File: src/design/srdm_pkg.sv
// shared types and constants for the stick radial deadzone merge unit
`timescale 1ns / 1ps
`default_nettype none

package srdm_pkg;

    // deadzone radius register
    localparam int RADIUS_BITS = 15;
    localparam logic [RADIUS_BITS-1:0] RADIUS_RESET = 15'd5898;
    localparam logic [29:0] RAD_SQ_RESET = 30'(5898 * 5898);
    localparam logic [31:0] SPAN_RESET = 32'h8000_0000 - 32'(5898 * 65536);

    // pipeline stage map
    localparam int ST_SQ      = 0;
    localparam int ST_SUM     = 1;
    localparam int ST_ROOT0   = 2;
    localparam int ROOT_STAGES = 16;
    localparam int ST_SPAN    = ST_ROOT0 + ROOT_STAGES;
    localparam int ST_RDIV0   = ST_SPAN + 1;
    localparam int RDIV_STAGES = 12;
    localparam int ST_MUL     = ST_RDIV0 + RDIV_STAGES;
    localparam int ST_ADIV0   = ST_MUL + 1;
    localparam int ADIV_STAGES = 12;
    localparam int ST_ROUND   = ST_ADIV0 + ADIV_STAGES;
    localparam int ST_POW     = ST_ROUND + 1;
    localparam int NSTAGE     = ST_POW + 1;

    // integer square root state, two result bits per stage
    typedef struct packed {
        logic [33:0] rem;
        logic [31:0] root;
        logic [31:0] bits;
    } root_t;

    // restoring divider state, two quotient bits per stage
    typedef struct packed {
        logic [31:0] rem;
        logic [23:0] num;
        logic [24:0] quo;
    } div_t;

    typedef struct packed {
        logic              sgn_x;
        logic              sgn_y;
        logic [15:0]       mag_x;
        logic [15:0]       mag_y;
        logic signed [7:0] cur_x;
        logic signed [7:0] cur_y;
        logic [31:0]       sq_x;
        logic [31:0]       sq_y;
        logic              live;
        root_t             rt;
        div_t              rdiv;
        div_t              dx;
        div_t              dy;
        logic signed [7:0] ax;
        logic signed [7:0] ay;
        logic [15:0]       src2;
        logic [15:0]       cur2;
    } pipe_t;

endpackage

`default_nettype wire

File: src/design/srdm_root_step.sv
// two iterations of the digit-by-digit integer square root
`timescale 1ns / 1ps
`default_nettype none

module srdm_root_step (
    input  srdm_pkg::root_t i_state,
    output srdm_pkg::root_t o_state
);
    import srdm_pkg::*;

    always_comb
    begin
        root_t       t;
        logic [35:0] acc;
        logic [35:0] trial;
        t = i_state;
        for (int k = 0; k < 2; k++)
        begin
            acc   = {t.rem, t.bits[31:30]};
            trial = {2'b00, t.root, 2'b01};
            if (acc >= trial)
            begin
                t.rem  = 34'(acc - trial);
                t.root = {t.root[30:0], 1'b1};
            end
            else
            begin
                t.rem  = acc[33:0];
                t.root = {t.root[30:0], 1'b0};
            end
            t.bits = {t.bits[29:0], 2'b00};
        end
        o_state = t;
    end

endmodule

`default_nettype wire

File: config.mk
export PLATFORM = sky130hd
export DESIGN_NAME = srdm_root_step
export DESIGN_NICKNAME = d
export VERILOG_FILES = /design/src/design/srdm_pkg.sv /design/src/design/srdm_root_step.sv
export SDC_FILE = /design/constraint.sdc
export NUM_CORES = 1
export LEC_CHECK = 0
export BUFFER_PORTS_ARGS = -buffer_cell sky130_fd_sc_hd__buf_2
export CAP_MARGIN = 20
export CORE_UTILIZATION = 53
export DETAILED_ROUTE_END_ITERATION = 10
export GPL_TIMING_DRIVEN = 0
export PLACE_DENSITY = 0.83
export SLEW_MARGIN = 15
export SYNTH_ARGS = -nofsm -noshare
export SYNTH_HDL_FRONTEND = slang
export SYNTH_SLANG_ARGS = --single-unit
export TNS_END_PERCENT = 20
File: constraint.sdc
create_clock -name vclk -period 8.9
set_input_delay 1.78 -clock vclk [all_inputs]
set_output_delay 1.78 -clock vclk [all_outputs]
set_load 0.01 [all_outputs]
==> results.py <==
metrics = {
    "status": {
        "status": "finished, final reports clean",
    },
    "power": {
        "power_density_nw_per_um2": 148.2,
        "p_leak_nw": 3.292,
        "irDropWorstVdd_mv": 0.1006,
    },
    "finish": {
        "drive_gt1_share_pct": 29.71,
        "diodes": 0,
        "ff_latch_area_sq_um": 0,
        "finalNetCount": 1107,
        "clkbuf_count": 0,
        "flops_and_latches": 0,
        "fill_cells": 924,
        "final_util_pct": 66.57,
        "design_area_sq_um": 6238,
        "synthToLayoutAreaGrowth_pct": 20.12,
    },
    "logic_synthesis": {
        "syn_area_per_cell_sq_um": 6.719,
        "synth_cell_types": 61,
        "synthTopCellsByCount": "a21oi_1 (94), ha_1 (68), nor2_1 (64)",
        "synthTopCellsByArea": "ha_1 (16%), a21oi_1 (9.1%), buf_4 (9.0%), a21o_1 (7.5%), xnor2_1 (7.4%)",
        "yosysTopAreaCellShare_pct": 16.38,
        "yosysMostFrequentCell": "a21oi_1",
        "yosysSeqAreaShare_pct": 0,
        "syn_area_sq_um": 5194,
        "synth_cells": 773,
        "yosys_warnings": 0,
        "synth.largest_area_cell": "ha_1",
    },
    "global_routing": {
        "grt_use_total_pct": 29.78,
        "grt_max_degree": 11,
        "grt_pass1_vias": 5279,
        "grt_pass1_wl_microns": 24690,
        "grt_overflow": 0,
        "antenna_found_initial": 0,
    },
    "timing": {
        "max_slew_margin_pct": 62.83,
        "timing.final.ws_setup_ns": 0.1711,
        "min_period_ns": 8.729,
        "hold_viol_final": 0,
        "setup_viol": 0,
        "worst_slew_pin_slew_ns": 0.5524,
        "maxSlewViolCount": 0,
        "fin_setup_tns_ns": 0,
        "fmax_mhz": 114.6,
        "post-route-period-util_pct": 98.08,
    },
    "route": {
        "wl_per_cell_microns": 14.77,
        "dr.pass1.iters": 5,
        "routed-wl-met2_microns": 7299,
        "drt_iter0_markers": 405,
        "drc_errors": 0,
        "vias_per_cell": 5.741,
        "drt-total-wl_microns": 15780,
        "antenna_left": 0,
        "wl_met1_microns": 7022,
        "highest_layer": "met4",
        "wl_met3_microns": 1215,
        "vias": 6131,
    },
    "placement": {
        "dp_hpwl_microns": 13100,
        "place_ws_ns": -0.1571,
        "portBuffers": 164,
        "dpl_cell_area_sq_um": 6187,
        "gp_congestion": 0.9787,
    },
    "min_path": {
        "hold_class": "primary input to output port",
        "hold_depth": 2,
    },
    "worst_setup_path": {
        "cp.required_ns": 7.12,
        "critPathKind": "primary input to output port",
        "critPathLaunchType": "primary input",
        "cp_max_fo": 10,
        "cp.buffers_inverters": 4,
        "max_stage_delay_ns": 0.50,
        "crit_cells": 26,
        "cp-end-kind": "output port",
        "crit_path_top_delay_cell": "o31ai_1",
        "cp_top_family": "compound AO/OA/AOI/OAI gates",
        "arrival_ns": 6.95,
    },
    "floorplan": {
        "io_pins": 196,
        "die_area_sq_um": 10200,
        "core_region_area_sq_um": 9371,
        "fp-row-count": 35,
        "initial_core_util_pct": 55.42,
        "fp.dieH_microns": 101.0,
        "die-width_microns": 101.0,
    },
    "cts": {
        "hold_buffers": 0,
    },
    "flow_run": {
        "cap_violations": 0,
    },
}
==> layout make-up <==
| type | count | area, sq um | share of cell area (%) |
|---|---|---|---|
| timing repair buffer | 165 | 828.3 | 13.28 |
| buffer | 84 | 586.8 | 9.406 |
| multi-input combinational | 634 | 4452 | 71.36 |
| inverter | 56 | 210.2 | 3.369 |
| tap | 129 | 161.4 | 2.587 |
==> placed cells by master, fill, tap and decap left out, types with 7 or more instances in the layout <==
cell type / Yosys / routed
buf_2: 3 / 170
a21oi_1: 94 / 90
ha_1: 68 / 66
nor2_1: 64 / 64
buf_4: 62 / 64
nand2_1: 56 / 56
inv_1: 56 / 56
a21o_1: 52 / 52
xnor2_1: 44 / 44
o21ai_0: 38 / 36
nand3_1: 24 / 24
nor3_1: 19 / 19
xor2_1: 15 / 15
mux2_4: 14 / 14
nand4_1: 13 / 13
a31oi_1: 10 / 10
o21bai_1: 9 / 9
o211ai_1: 9 / 9
and4_1: 8 / 8
clkbuf_1: 13 / 8
nor2b_1: 8 / 8
nand2b_1: 7 / 7
==> path summary, 6_finish.rpt <==
check        start          end  slack (ns)
min     i_state[9]  o_state[13]        3.74
max    i_state[34]  o_state[72]        0.17
==> power by group <==
group	total [mW]	switching (mW)	internal [mW]
clock	0	0	0
combinational	0.924	0.501	0.423
sequential	0	0	0
total	0.924	0.501	0.423
==> metal layers <==
| metal | vias to the layer above | track usage, % |
|---|---|---|
| met3 | 24 | 1.040 |
| met4 | 0 | 5.574 |
| met1 | 2762 | 41.89 |
| li1 | 3062 | - |
| met2 | 283 | 50.68 |
| met5 | - | 0 |
==> what timing repair did <==
action | CTS | global route
resized for setup | 4 | 20
hold endpoints to repair | 0 | 0
endpoints found under the setup margin | 33 | 35
buffers inserted | 0 | 1
pin swaps | 0 | 1
==> cell families after synthesis <==
logic type	Yosys count	synth area share, %
other	1	0.07220
buffers and inverters	142	15.27
adders and majority gates	68	16.38
muxes	17	4.698
xor gates and xnor gates	59	9.949
AOI/OAI and AO/OA	259	32.43
and+or+nand+nor	227	21.20
==> metrics by stage <==
step	std cells	total power, mW	hold WS (ns)
floorplan	776	0.6598	3.652
global placement	1069	0.8951	3.743
detailed placement	1069	0.9003	3.743
CTS	1069	0.9056	3.744
global route	1068	1.006	3.745
finish	1068	0.9244	3.743
No activity file was read; power rests on OpenSTA's default activity.
