### src/design/srdm_pkg.sv
// shared types and constants for the stick radial deadzone merge unit
`timescale 1ns / 1ps
`default_nettype none

package srdm_pkg;

    // deadzone radius register
    localparam int RADIUS_BITS = 15;
    localparam logic [RADIUS_BITS-1:0] RADIUS_RESET = 15'd5898;
    localparam logic [29:0] RAD_SQ_RESET = 30'(5898 * 5898);
    localparam logic [31:0] SPAN_RESET = 32'h8000_0000 - 32'(5898 * 65536);

    // pipeline stage map
    localparam int ST_SQ      = 0;
    localparam int ST_SUM     = 1;
    localparam int ST_ROOT0   = 2;
    localparam int ROOT_STAGES = 16;
    localparam int ST_SPAN    = ST_ROOT0 + ROOT_STAGES;
    localparam int ST_RDIV0   = ST_SPAN + 1;
    localparam int RDIV_STAGES = 12;
    localparam int ST_MUL     = ST_RDIV0 + RDIV_STAGES;
    localparam int ST_ADIV0   = ST_MUL + 1;
    localparam int ADIV_STAGES = 12;
    localparam int ST_ROUND   = ST_ADIV0 + ADIV_STAGES;
    localparam int ST_POW     = ST_ROUND + 1;
    localparam int NSTAGE     = ST_POW + 1;

    // integer square root state, two result bits per stage
    typedef struct packed {
        logic [33:0] rem;
        logic [31:0] root;
        logic [31:0] bits;
    } root_t;

    // restoring divider state, two quotient bits per stage
    typedef struct packed {
        logic [31:0] rem;
        logic [23:0] num;
        logic [24:0] quo;
    } div_t;

    typedef struct packed {
        logic              sgn_x;
        logic              sgn_y;
        logic [15:0]       mag_x;
        logic [15:0]       mag_y;
        logic signed [7:0] cur_x;
        logic signed [7:0] cur_y;
        logic [31:0]       sq_x;
        logic [31:0]       sq_y;
        logic              live;
        root_t             rt;
        div_t              rdiv;
        div_t              dx;
        div_t              dy;
        logic signed [7:0] ax;
        logic signed [7:0] ay;
        logic [15:0]       src2;
        logic [15:0]       cur2;
    } pipe_t;

endpackage

`default_nettype wire

### src/design/srdm_div_step.sv
// two iterations of restoring division, numerator bits shifted in from num
`timescale 1ns / 1ps
`default_nettype none

module srdm_div_step (
    input  srdm_pkg::div_t  i_state,
    input  logic [31:0]     divisor,
    output srdm_pkg::div_t  o_state
);
    import srdm_pkg::*;

    always_comb
    begin
        div_t        t;
        logic [32:0] acc;
        logic        ge;
        t = i_state;
        for (int k = 0; k < 2; k++)
        begin
            acc = {t.rem, t.num[23]};
            ge  = (acc >= {1'b0, divisor});
            if (ge)
            begin
                t.rem = 32'(acc - {1'b0, divisor});
            end
            else
            begin
                t.rem = acc[31:0];
            end
            t.num = {t.num[22:0], 1'b0};
            t.quo = {t.quo[23:0], ge};
        end
        o_state = t;
    end

endmodule

`default_nettype wire

### config.mk
export PLATFORM = sky130hd
export DESIGN_NAME = srdm_div_step
export DESIGN_NICKNAME = d
export VERILOG_FILES = /design/src/design/srdm_pkg.sv /design/src/design/srdm_div_step.sv
export SDC_FILE = /design/constraint.sdc
export NUM_CORES = 1
export LEC_CHECK = 0
export ABC_CLOCK_PERIOD_IN_PS = 22400
export BUFFER_PORTS_ARGS = -buffer_cell sky130_fd_sc_hd__buf_2
export CORE_ASPECT_RATIO = 0.75
export CORE_MARGIN = 2
export CORE_UTILIZATION = 40
export DETAILED_ROUTE_END_ITERATION = 8
export PLACE_DENSITY_LB_ADDON = 0.1
export SETUP_SLACK_MARGIN = 0.02
export SYNTH_ARGS = -nofsm -noshare
export SYNTH_HDL_FRONTEND = slang
export SYNTH_SLANG_ARGS = --single-unit
### constraint.sdc
create_clock -name vclk -period 22.4
set_input_delay 4.48 -clock vclk [all_inputs]
set_output_delay 4.48 -clock vclk [all_outputs]
set_load 0.01 [all_outputs]
==> impl_metrics.yaml, run 1 <==
placed_design:
  hpwl_mm: 10.94
  placed_cell_area_um2: 4955
  place_congestion: 0.8297
  port_buffers: 100
die:
  die-area_um2: 12710
  fp.coreArea_um2: 11570
  die_height_um: 98.12
  io_pins: 194
  fp-row-count: 34
  die_w_um: 129.5
  start_util_pct: 40.83
job:
  cap_violations: 0
sta:
  max_freq_mhz: 66.40
  hold_violations: 0
  setup_violations: 0
  post-route-period-util_pct: 67.23
  slew_headroom_pct: 49.47
  worst_pin_slew_ns: 0.7528
  drv_slew: 0
  post-route-min-period_ns: 15.06
  setup_tns_ns: 0
  grt_setup_unrepaired: "false"
clocking:
  postCtsHoldBufs: 0
  ctsResizeCount: 0
  post-cts-setup-buffer-count: 0
critical_path:
  cp.arrival_ns: 10.58
  path_max_fanout: 20
  worstSetupEndpointType: "output port"
  crit_path_start_kind: "input port"
  slowest_stage: "nor4_1"
  crit_family: "compound AO/OA/AOI/OAI gates"
  cp_cell_sequence: "buf_2 > inv_1 > ha_1 > nor2b_1 > o2111ai_1 > a211oi_1 > o21ai_1 > a21oi_2 > o21ai_1 > nand2_1 > buf_4 > mux2_2 > ha_1 > nand3_1 > nor4_1 > and3_1 > o31ai_1 > a2111oi_0 > o21a_1 > nor2_1 > xnor2_1 > mux2_4 > buf_2"
  crit_buf_inv: 4
  critPathMaxStageDelay_ns: 0.61
  cp.required_ns: 17.92
  path_class: "input port to output port"
finish:
  layout-drive-gt1-share_pct: 26.69
  clockBufferCount: 0
  multi_input_area_um2: 4041
  synthToLayoutAreaGrowth_pct: 4.873
  diodes: 0
  nFillCells: 1278
  fin_area_um2: 4955
  nNetsFinal: 848
  flops_and_latches: 0
  seq_area_um2: 0
power:
  total_power_w: 0.0003277
  p_per_area_nw_per_um2: 66.13
  vdd_drop_max_mv: 0.02798
  leakage_nw: 2.424
synthesis:
  synth.area.top_cells: "ha_1 17%, mux2_4 9.2%, buf_4 7.5%"
  synth_cells: 627
  synth_area_um2: 4725
  synth_largest_area_cell: "ha_1"
  yosysMostFrequentCell: "ha_1"
  yosysUniqueCellTypes: 63
  synth_commonest_cells: "64 x ha_1, 54 x inv_1, 50 x a21oi_1"
  yosys.area_share.simple_pct: 15.12
  synth_compound_area_share_pct: 25.82
  netlist.area_leader.share_pct: 16.95
  ys_warn_count: 0
  yosysSeqAreaShare_pct: 0
  synthMuxAreaShare_pct: 17.00
  synth_top_family_by_area: "compound AO/OA/AOI/OAI gates"
  postSynthAreaPerCell_um2: 7.535
  synth_fa_ha_area_share_pct: 17.80
  synth-xor-area-share_pct: 9.640
drt:
  viasPerCell: 5.497
  first_pass_iters: 5
  routed-via-count: 4557
  wl_mm: 12.87
  ant_nets: 0
  remaining_drc_errors: 0
  wl_per_cell_um: 15.53
  drt_iter0_drc: 207
global_routing:
  grt_max_degree: 33
  antenna_found_initial: 0
  grt_usage_pct: 19.13
  overflow: 0
  grt_pass1_vias: 4210
  grt_pass1_wl_mm: 20.29
worst_hold_path:
  hp-class: "input port to output port"
outcome:
  status: "finished clean"
## metrics by stage
step | hold WS (ns) | util (%) | setup WS, ns | std cells
2_1_floorplan | 9.052 | - | 8.810 | 628
6_report | 8.960 | 42.82 | 7.340 | 829
3_5_place_dp | 8.960 | 42.82 | 7.365 | 829
3_3_place_gp | 8.960 | 42.82 | 7.340 | 829
5_1_grt | 8.960 | 42.82 | 6.809 | 829
4_1_cts | 8.960 | 42.82 | 7.334 | 829
## report_power, final
part           switching, W  internal, W  total, W
Combinational      0.000166     0.000162  0.000328
Clock                     0            0         0
Sequential                0            0         0
Total              0.000166     0.000162  0.000328
## layout by cell type (no fill, tap or decap), types with 3 or more instances in the layout
cell	instances
buf_2	100
ha_1	64
inv_1	54
a21oi_1	50
nor2_1	42
xnor2_1	39
nand2_1	37
o21ai_0	31
mux2_2	29
mux2_4	29
a21o_1	23
nand3_1	18
nor3_1	15
xor2_1	13
nand4_1	11
a211oi_1	8
o21a_1	8
nor2b_1	7
o31ai_1	5
o211ai_1	4
a2111oi_0	4
o21ai_1	4
and3_1	4
o21bai_1	4
nor4_1	4
a21oi_2	3
a21boi_0	3
nand2b_1	3
a2111oi_2	3
or2_2	3
a221oi_1	3
mux2i_1	3
a31o_2	3
## cells by family (layout without fill, tap and decap cells)
kind of cell / Yosys count / in the layout
AOI/OAI and AO/OA: 179 / 179
and+or+nand+nor: 151 / 151
buffers and inverters: 116 / 155
adders and majority gates: 66 / 66
muxes: 62 / 62
xor gates and xnor gates: 52 / 52
other: 1 / 2
## cell type report
type	count	share of cell area, %
Inverter	54	4.091
Multi-Input combinational cell	512	81.57
Tap cell	162	4.091
Timing Repair Buffer	101	10.25
## routing by layer
metal  vias to the layer above  GRT usage [%]  wire length, um  share of wire [%]
met4                         0          1.654              110               0.85
met2                       135          28.50             5106                 40
met1                      2074          30.80             6972                 54
met5                         -              0                0                  0
li1                       2324              -                -                  -
met3                        24          1.260              684                5.3
## worst paths after layout
kind | slack, ns | startpoint | end | cells after the start
max | 7.34 | divisor[1] | o_state[73] | 23
min | 8.96 | i_state[20] | o_state[22] | 0
Note: power is estimated with default switching activity, not from simulation.
==> run 2: changes to the inputs <==
ABC_CLOCK_PERIOD_IN_PS = 14100   (was 22400)
clock period = 14.1 ns   (was 22.4 ns; I/O delays follow)
==> impl_metrics.yaml, run 2 (same netlist as run 1, synthesis figures left out) <==
global_routing:
  overflow: 0
  grt_usage_pct: 19.15
  grt_pass1_wl_mm: 20.44
  antenna_found_initial: 0
  grt_max_degree: 33
  grt_pass1_vias: 4221
finish:
  flops_and_latches: 0
  seq_area_um2: 0
  fin_area_um2: 4955
  final_common_cell: "buf_2"
  diodes: 0
  synthToLayoutAreaGrowth_pct: 4.873
  layout-drive-gt1-share_pct: 26.69
  clockBufferCount: 0
  nNetsFinal: 848
  nFillCells: 1241
  layout_common_cells: "100 x buf_2, 64 x ha_1, 54 x inv_1"
sta:
  post-route-min-period_ns: 11.76
  setup_violations: 0
  hold_violations: 0
  fin_ws_ns: 2.336
  grt_setup_unrepaired: "false"
  max_freq_mhz: 85.00
  slew_headroom_pct: 48.98
  post-route-period-util_pct: 83.44
  setup_tns_ns: 0
  drv_slew: 0
  worst_pin_slew_ns: 0.7601
die:
  die_w_um: 129.5
  fp-row-count: 34
  io_pins: 194
  die_height_um: 98.12
  die-area_um2: 12710
  fp.coreArea_um2: 11570
  start_util_pct: 40.83
drt:
  routed-via-count: 4502
  wl_per_cell_um: 15.45
  wl_mm: 12.80
  viasPerCell: 5.431
  remaining_drc_errors: 0
  ant_nets: 0
  first_pass_iters: 5
  drt_iter0_drc: 246
placed_design:
  hpwl_mm: 10.88
  port_buffers: 100
  pre_cts_ws_ns: 2.328
  place_congestion: 0.8359
  placed_cell_area_um2: 4955
power:
  vdd_drop_max_mv: 0.04385
  switching_share_pct: 50.51
  pwr-share-comb_pct: 100.0
  p_per_area_nw_per_um2: 104.8
  power_switching_w: 0.0002621
  p_clk_share_pct: 0
  p_seq_share_pct: 0
  p_int_w: 0.0002569
  leakage_nw: 2.424
worst_hold_path:
  hp-class: "input port to output port"
  hp-start: "i_state[20]"
critical_path:
  setup.worst_path.start: "divisor[1]"
  worstSetupEndpointType: "output port"
  path_class: "input port to output port"
  cp.required_ns: 11.28
  path_max_fanout: 20
  cp.arrival_ns: 8.94
  crit_path_start_kind: "input port"
clocking:
  post-cts-setup-buffer-count: 0
  postCtsHoldBufs: 0
  ctsResizeCount: 0
job:
  cap_violations: 0
outcome:
  status: "finished clean"
## run 2: final cells by class
class / count / area [um2] / area share (%)
tap: 162 / 202.7 / 4.091
inverter: 54 / 202.7 / 4.091
timing repair buffer: 101 / 508.0 / 10.25
multi-input combinational: 512 / 4041 / 81.57
## run 2: power by group through the flow
stage	logic [W]	clock network, W	registers (W)
after CTS	0.000519	0	0
final	0.000519	0	0
after global routing	0.000568	0	0
after detailed placement	0.000516	0	0
after floorplan	0.000416	0	0
after global placement	0.000512	0	0
## run 2: through the flow
stage	power, W	utilization, %	hold slack, ns	instances
floorplan	0.0004161	-	5.732	628
global placement	0.0005118	42.82	5.640	829
detailed placement	0.0005156	42.82	5.640	829
CTS	0.0005189	42.82	5.640	829
global route	0.0005683	42.82	5.640	829
finish	0.0005190	42.82	5.640	829
## run 2: worst paths after layout
path / endpoint / slack [ns] / depth (start not counted)
max: o_state[73] / 2.34 / 23
min: o_state[22] / 5.64 / 0
## run 2: metal layers
layer	vias up	global-route usage, %	wire, um
met5	-	0	0
met4	0	1.902	118
met3	24	1.151	575
met2	120	28.38	5066
met1	2047	30.93	7044
li1	2311	-	-
## run 2: worst max-delay path, cell delays in order
cell	delay [ns]
buf_2	0.08
inv_1	0.10
ha_1	0.32
nor2b_1	0.15
o2111ai_1	0.15
a211oi_1	0.34
o21ai_1	0.20
a21oi_2	0.31
o21ai_1	0.12
nand2_1	0.46
buf_4	0.41
mux2_2	0.40
ha_1	0.49
nand4_1	0.21
nor4_1	0.55
and3_1	0.35
o31ai_1	0.14
a2111oi_0	0.60
o21a_1	0.18
nor2_1	0.05
xnor2_1	0.12
mux2_4	0.26
buf_2	0.14
